$ cat config.mk
export PLATFORM = sky130hd
export DESIGN_NAME = pfci_ctrl
export DESIGN_NICKNAME = d
export VERILOG_FILES = /design/src/sv/pfci_pkg.sv /design/src/sv/pfci_ctrl.sv
export SDC_FILE = /design/constraint.sdc
export NUM_CORES = 1
export LEC_CHECK = 0
export BUFFER_PORTS_ARGS = -buffer_cell sky130_fd_sc_hd__buf_4
export CAP_MARGIN = 20
export CELL_PAD_IN_SITES_DETAIL_PLACEMENT = 0
export CELL_PAD_IN_SITES_GLOBAL_PLACEMENT = 1
export CORE_AREA = 3 3 40 42
export DETAILED_ROUTE_END_ITERATION = 6
export DIE_AREA = 0 0 43 45
export PLACE_DENSITY_LB_ADDON = 0.25
export SLEW_MARGIN = 20
export SYNTH_ARGS = -nofsm -noshare
export SYNTH_HDL_FRONTEND = slang
export SYNTH_SLANG_ARGS = --single-unit
$ cat constraint.sdc
create_clock -name clk -period 2 [get_ports clk]
set_input_delay 0.3 -clock clk [delete_from_list [all_inputs] [get_ports clk]]
set_output_delay 0.3 -clock clk [all_outputs]
set_load 0.005 [all_outputs]
$ cat src/sv/pfci_pkg.sv
// ----------------------------------------------------------------------------
// pfci_pkg: shared types and constants of the flash command interface
// Payload structs, command mode codes, sequencer states and the command
// bytes of the unlock and command sequences.
// ----------------------------------------------------------------------------
package pfci_pkg;

  typedef struct packed {
    logic        req_type;
    logic [18:0] bus_addr;
    logic [7:0]  write_byte;
  } req_t;

  typedef struct packed {
    logic [7:0] read_byte;
    logic       modified;
    logic [3:0] mode;
  } res_t;

  typedef enum logic [3:0] {
    M_READ       = 4'd0,
    M_UNLK1      = 4'd1,
    M_UNLK2      = 4'd2,
    M_AUTOSEL    = 4'd3,
    M_PROG       = 4'd4,
    M_PROGRAMMED = 4'd5,
    M_PROG_ERR   = 4'd6,
    M_EUNLK1     = 4'd7,
    M_EUNLK2     = 4'd8,
    M_ESELECT    = 4'd9,
    M_CHIP_ERASE = 4'd10,
    M_SECT_ERASE = 4'd11,
    M_SUSPENDED  = 4'd12
  } mode_t;

  typedef enum logic [1:0] {
    ST_IDLE,
    ST_LOOK,
    ST_EXEC,
    ST_SWEEP
  } seq_state_t;

  // Commands from the sequencer to the datapath.
  typedef struct packed {
    logic capture;
    logic mem_rd;
    logic exec;
    logic sweep_step;
  } ctrl_cmd_t;

  // Status from the datapath back to the sequencer.
  typedef struct packed {
    logic erase_req;
    logic sweep_last;
  } dp_status_t;

  localparam logic [2:0] CFG_U1_MASK = 3'd0;
  localparam logic [2:0] CFG_U1_ADDR = 3'd1;
  localparam logic [2:0] CFG_U2_MASK = 3'd2;
  localparam logic [2:0] CFG_U2_ADDR = 3'd3;
  localparam logic [2:0] CFG_MAKER   = 3'd4;
  localparam logic [2:0] CFG_PART    = 3'd5;

  localparam logic [7:0] CMD_UNLOCK_A = 8'hAA;
  localparam logic [7:0] CMD_UNLOCK_B = 8'h55;
  localparam logic [7:0] CMD_AUTOSEL  = 8'h90;
  localparam logic [7:0] CMD_PROGRAM  = 8'hA0;
  localparam logic [7:0] CMD_ERASE    = 8'h80;
  localparam logic [7:0] CMD_CHIP     = 8'h10;
  localparam logic [7:0] CMD_SECTOR   = 8'h30;
  localparam logic [7:0] CMD_SUSPEND  = 8'hB0;
  localparam logic [7:0] CMD_EXIT     = 8'hF0;

  localparam logic [7:0] AS_MAKER = 8'h00;
  localparam logic [7:0] AS_PART  = 8'h01;
  localparam logic [7:0] AS_ZERO  = 8'h02;

  localparam logic [7:0] ERASED_BYTE = 8'hFF;

endpackage

$ cat src/sv/pfci_ctrl.sv
// ----------------------------------------------------------------------------
// pfci_ctrl: access sequencer
// Steps each accepted access through the array lookup and execution, and
// holds the block busy while an erase or the power-up clear sweeps the array.
// ----------------------------------------------------------------------------
module pfci_ctrl
  import pfci_pkg::*;
(
  input  logic       clk,
  input  logic       rst_n,
  input  logic       start,
  input  dp_status_t status,
  output ctrl_cmd_t  cmd,
  output logic       busy
);

  seq_state_t state_r, state_nxt;

  always_ff @(posedge clk) begin
    if (!rst_n) begin
      // The array is cleared to the erased value right after reset.
      state_r <= ST_SWEEP;
    end else begin
      state_r <= state_nxt;
    end
  end

  always_comb begin
    state_nxt = state_r;
    unique case (state_r)
      ST_IDLE: begin
        if (start) state_nxt = ST_LOOK;
      end
      ST_LOOK: begin
        state_nxt = ST_EXEC;
      end
      ST_EXEC: begin
        state_nxt = status.erase_req ? ST_SWEEP : ST_IDLE;
      end
      ST_SWEEP: begin
        if (status.sweep_last) state_nxt = ST_IDLE;
      end
      default: begin
        state_nxt = ST_IDLE;
      end
    endcase
  end

  always_comb begin
    cmd            = '0;
    cmd.capture    = (state_r == ST_IDLE) && start;
    cmd.mem_rd     = (state_r == ST_LOOK);
    cmd.exec       = (state_r == ST_EXEC);
    cmd.sweep_step = (state_r == ST_SWEEP);
    busy           = (state_r != ST_IDLE);
  end

endmodule

Yosys cells after proc, flatten, opt, wreduce, memory -nomap -nowiden
Index checks and enable logic that the tools add are counted.
{"block": "totals", "regBits": 2}
{"block": "op_classes", "eq_ne": 5, "n_mux": 4, "reduce_logical": 4}
{"cell": "$pmux W2 S4", "n": 1}
{"cell": "$mux W2", "n": 3}
{"cell": "$eq A2 B2 Y1 const B", "n": 2}
{"cell": "$ne A2 B2 Y1 const B", "n": 2}
{"cell": "$eq A2 B1 Y1 const B", "n": 1}
{"cell": "$logic_not A2 Y1", "n": 1}
{"cell": "$reduce_and A2 Y1", "n": 1}
{"cell": "$reduce_bool A2 Y1", "n": 1}
{"cell": "$logic_and A1 B1 Y1", "n": 1}

Longest topological paths before layout
{"block": "logic_depth", "ltp_word": 3, "mapped_depth": 2}

Worst setup path before layout
No wires, ideal clock.
{"block": "synth_timing", "path_type": "register to register", "from": "register state_r[0]", "to": "register state_r[0]", "t_arrival_ns": 0.836, "required_ns": 1.878, "setup_ns": 0.122, "path_stages_with_launch": 3, "slack_ns": 1.042, "n_path_buf": 0, "cell_sequence": "dfxtp_1 > or2_0 > a311o_1"}
{"block": "synth_between", "elab_chain_cells": 3, "word_cells_on_any_way": 8}
{"item": "from (decl)", "line_no": "pfci_ctrl.sv:17", "source": "seq_state_t state_r, state_nxt;"}
{"item": "from (signal assigned)", "line_no": "pfci_ctrl.sv:24", "source": "state_r <= state_nxt;"}
{"item": "$eq A2 B2 Y1 / $logic_not A2 Y1 (equally long branches)", "line_no": "pfci_ctrl.sv:30", "source": "unique case (state_r)"}
{"item": "$ne A2 B2 Y1 (no line)"}
{"item": "$reduce_and A2 Y1 (no line)"}
Several ways; a longest one is shown, not always the timed one.
A chain may end at the register's enable or synchronous reset.

==> reports/summary.log <==
INFO  sta            finalSetupViolCount=0
INFO  min_path       hold_path_end=state_r[1]$_SDFFE_PN1P_
INFO  global_routing gr-usage-all-layers=5.07%
INFO  floorplanning  die-width=43um
INFO  yosys          synth-warning-count=0
INFO  detailed_routing vias=150
INFO  detailed_routing totalWireLength=354um
INFO  clock_network  clock_tree.root_cell=sky130_fd_sc_hd__clkbuf_4
INFO  yosys          leading_post_synthesis_cells_by_cell_area=sky130_fd_sc_hd__dfxtp_1 (35%), sky130_fd_sc_hd__a311o_1 (8.8%), sky130_fd_sc_hd__and2b_1 (6.6%), sky130_fd_sc_hd__nor3b_1 (6.6%), sky130_fd_sc_hd__and2_1 (5.5%)
INFO  clock_network  post_cts.resized_instances=0
INFO  global_routing grt_use_met3=4.38%
INFO  cells_and_area multi_input_area=70.1um^2
INFO  detailed_routing via_per_inst=3.66
INFO  clock_network  cts_max_path_buffers=2
INFO  yosys          netlist-cell-type-count=13
INFO  yosys          post_synth.cell_area_avg=8.13um^2
INFO  setup_path     ff2ff_path_depth=2
INFO  global_routing grt_util_met1=4.80%
INFO  clock_network  tritoncts_num_sinks=2
INFO  detailed_routing drtIter0Drc=0
INFO  cells_and_area regMostFlops=state_r
INFO  cells_and_area largest_register_ff_count=2
INFO  setup_path     path_max_fanout=8
INFO  cells_and_area layout_top_registers=state_r: 2 flops
INFO  clock_network  cts_buffers=3
INFO  yosys          seq_area_frac_synth=35.2%
INFO  detailed_routing final_antenna_net_count=0
INFO  clock_network  tritoncts=done
INFO  clock_network  htreeDepth=1
INFO  sta            final_max_slew_viol_count=0
INFO  yosys          post-synth-top-area-cell=sky130_fd_sc_hd__dfxtp_1
INFO  cells_and_area layout.area.seq=40.0um^2
INFO  sta            fmax=732MHz
INFO  detailed_routing drt_pass1_iterations=1
INFO  cells_and_area filler_cell_count=148
INFO  power          vdd_ir_drop_max=214uV
INFO  setup_path     crit_required=1700ps
INFO  sta            finalClockSkew=1.65ps
INFO  yosys          synthMostInstantiatedCell=sky130_fd_sc_hd__dfxtp_1
INFO  global_routing grt_pass1_wl=641um
INFO  setup_path     r2r_end=state_r[0]$_SDFFE_PN1P_
INFO  sta            slew-limit-headroom=80.6%
INFO  min_path       min-delay-start=rst_n
INFO  setup_path     timing.rr.start=state_r[0]$_SDFFE_PN1P_
INFO  cells_and_area antenna_cells=0
INFO  outcome        outcome=complete, no violations
INFO  detailed_routing detail_route.wl_per_cell=8.63um
INFO  floorplanning  dieArea=1940um^2
INFO  floorplanning  die_height=45um
INFO  yosys          post_synthesis_instance_total=14
INFO  floorplanning  top_level_ports=10
INFO  sta            tightest_slew=291ps
INFO  yosys          synth.top_cell.area_share=35.2%
INFO  placement      io_buffer_count=9
INFO  setup_path     timing.critical_path.from_type=flop
INFO  global_routing via_count_of_the_first_global_routing_pass=154
INFO  flow_run       max-cap-violations=0
INFO  clock_network  cts.clk_slew.worst_paths=30ps
INFO  setup_path     timing.critical_path.to_type=output pin
INFO  cells_and_area drive_gt1_share=50.0%
INFO  sta            final_hold_viol_count=0
INFO  yosys          postSynthRegisterBits=2
INFO  global_routing grt_antenna_before_repair=0
INFO  detailed_routing post-route-drc-count=0
INFO  setup_path     critPathKind=flop to output pin
INFO  sta            post-route-min-period=1370ps
INFO  sta            grt_setup_unrepaired=no
INFO  cells_and_area final_nets=33
INFO  sta            finalSetupTns=0ps
INFO  setup_path     regToRegSetupSlack=990ps
INFO  global_routing pin_count_of_the_biggest_net_entering_global_routing=10
INFO  global_routing global_route.overflow_total=0
INFO  power          total_leakage_power=0.105nW
INFO  min_path       worstHoldPathType=primary input to flop
INFO  floorplanning  coreArea=1280um^2
INFO  global_routing global_route.peak_usage_layer=met2
INFO  power          power_density=800nW/um^2
INFO  clock_network  post_cts_hold_buffer_count=0
INFO  placement      place.gp.congestion=0.665
INFO  setup_path     worst_ep_arrival_time=1070ps
INFO  yosys          post_synth_instance_area=114um^2
INFO  yosys          synth_nets=19
INFO  global_routing grt_use_met2=6.29%
INFO  yosys          dominantRegCellSynth=sky130_fd_sc_hd__dfxtp_1
INFO  floorplanning  fp-row-count=13
INFO  cells_and_area synthToLayoutAreaGrowth=95.6%
INFO  floorplanning  floorplan.initialDensity=8.86%
INFO  min_path       min_delay_path_depth=2
INFO  yosys          synth_enable_flop_cells=0
INFO  cells_and_area post-route-util=17.3%
INFO  sta            finalCritPeriodShare=68.3%
INFO  yosys          synthArstFlopShare=0%
INFO  clock_network  post_cts.repair.setup_buffers=0
INFO  clock_network  worstSkewPairLatency=230ps
[final cells by class]
class                      count  share of cell area [%]
timing repair buffer           9                    30.3
inverter                       1                    1.69
clock buffer                   3                    10.1
sequential                     2                    18.0
multi-input combinational     11                    31.5
tap                           15                    8.43
[routing by layer]
layer | vias up | wire (um)
met2 | 12 | 112
li1 | 74 | -
met5 | - | 0
met1 | 62 | 167
met3 | 2 | 61
met4 | 0 | 13
[per-stage QoR]
| stage | hold slack, ps | instance area [um^2] | total power, mW | setup WS (ps) | instances |
|---|---|---|---|---|---|
| 2_1_floorplan | 376 | 114 | 0.0659 | 1040 | 14 |
| 4_1_cts | 269 | 223 | 0.186 | 578 | 41 |
| 3_5_place_dp | 509 | 200 | 0.0890 | 822 | 38 |
| 3_3_place_gp | 500 | 200 | 0.0870 | 893 | 38 |
| 5_1_grt | 289 | 223 | 0.197 | 467 | 41 |
| 6_report | 279 | 223 | 0.178 | 635 | 41 |
[layout by cell type, fill, tap and decap left out]
master,instances
sky130_fd_sc_hd__a21oi_1,1
sky130_fd_sc_hd__or2_2,1
sky130_fd_sc_hd__nor3b_1,1
sky130_fd_sc_hd__o21ai_0,1
sky130_fd_sc_hd__clkbuf_4,3
sky130_fd_sc_hd__and2b_1,1
sky130_fd_sc_hd__dfxtp_1,2
sky130_fd_sc_hd__or2_0,1
sky130_fd_sc_hd__and2_1,1
sky130_fd_sc_hd__and3_1,1
sky130_fd_sc_hd__inv_1,1
sky130_fd_sc_hd__buf_4,9
sky130_fd_sc_hd__nor2b_1,1
sky130_fd_sc_hd__nand2_1,1
sky130_fd_sc_hd__a311o_1,1
[critical path: stages, from the launching register on]
cell and delay, ps:
sky130_fd_sc_hd__dfxtp_1 360, sky130_fd_sc_hd__nor3b_1 310, sky130_fd_sc_hd__buf_4 170
[worst max path at each step]
| stage | endpoint | cells past startpoint | startpoint | slack, ps |
|---|---|---|---|---|
| after floorplan | state_r[0]$_SDFFE_PN1P_ | 2 | state_r[0]$_SDFFE_PN1P_ | 1040 |
| after global placement | cmd[3] | 3 | start | 890 |
| after detailed placement | cmd[3] | 2 | state_r[1]$_SDFFE_PN1P_ | 820 |
| after CTS | cmd[3] | 2 | state_r[1]$_SDFFE_PN1P_ | 580 |
| after global routing | cmd[3] | 2 | state_r[1]$_SDFFE_PN1P_ | 470 |
| final | cmd[3] | 2 | state_r[1]$_SDFFE_PN1P_ | 630 |
[power breakdown]
part / total, mW / internal (mW) / switching [mW]
sequential: 0.0523 / 0.0446 / 0.00763
combinational: 0.0359 / 0.0249 / 0.0110
clock: 0.0901 / 0.0662 / 0.0238
total: 0.178 / 0.136 / 0.0425
[cell families (layout without fill, tap and decap cells)]
logic type	after synthesis	in the layout	share of synthesized area [%]
compound gates	3	3	17.6
buf+inv	1	13	3.29
simple gates	8	8	44.0
flops	2	2	35.2
(Power assumes the default switching activity.)
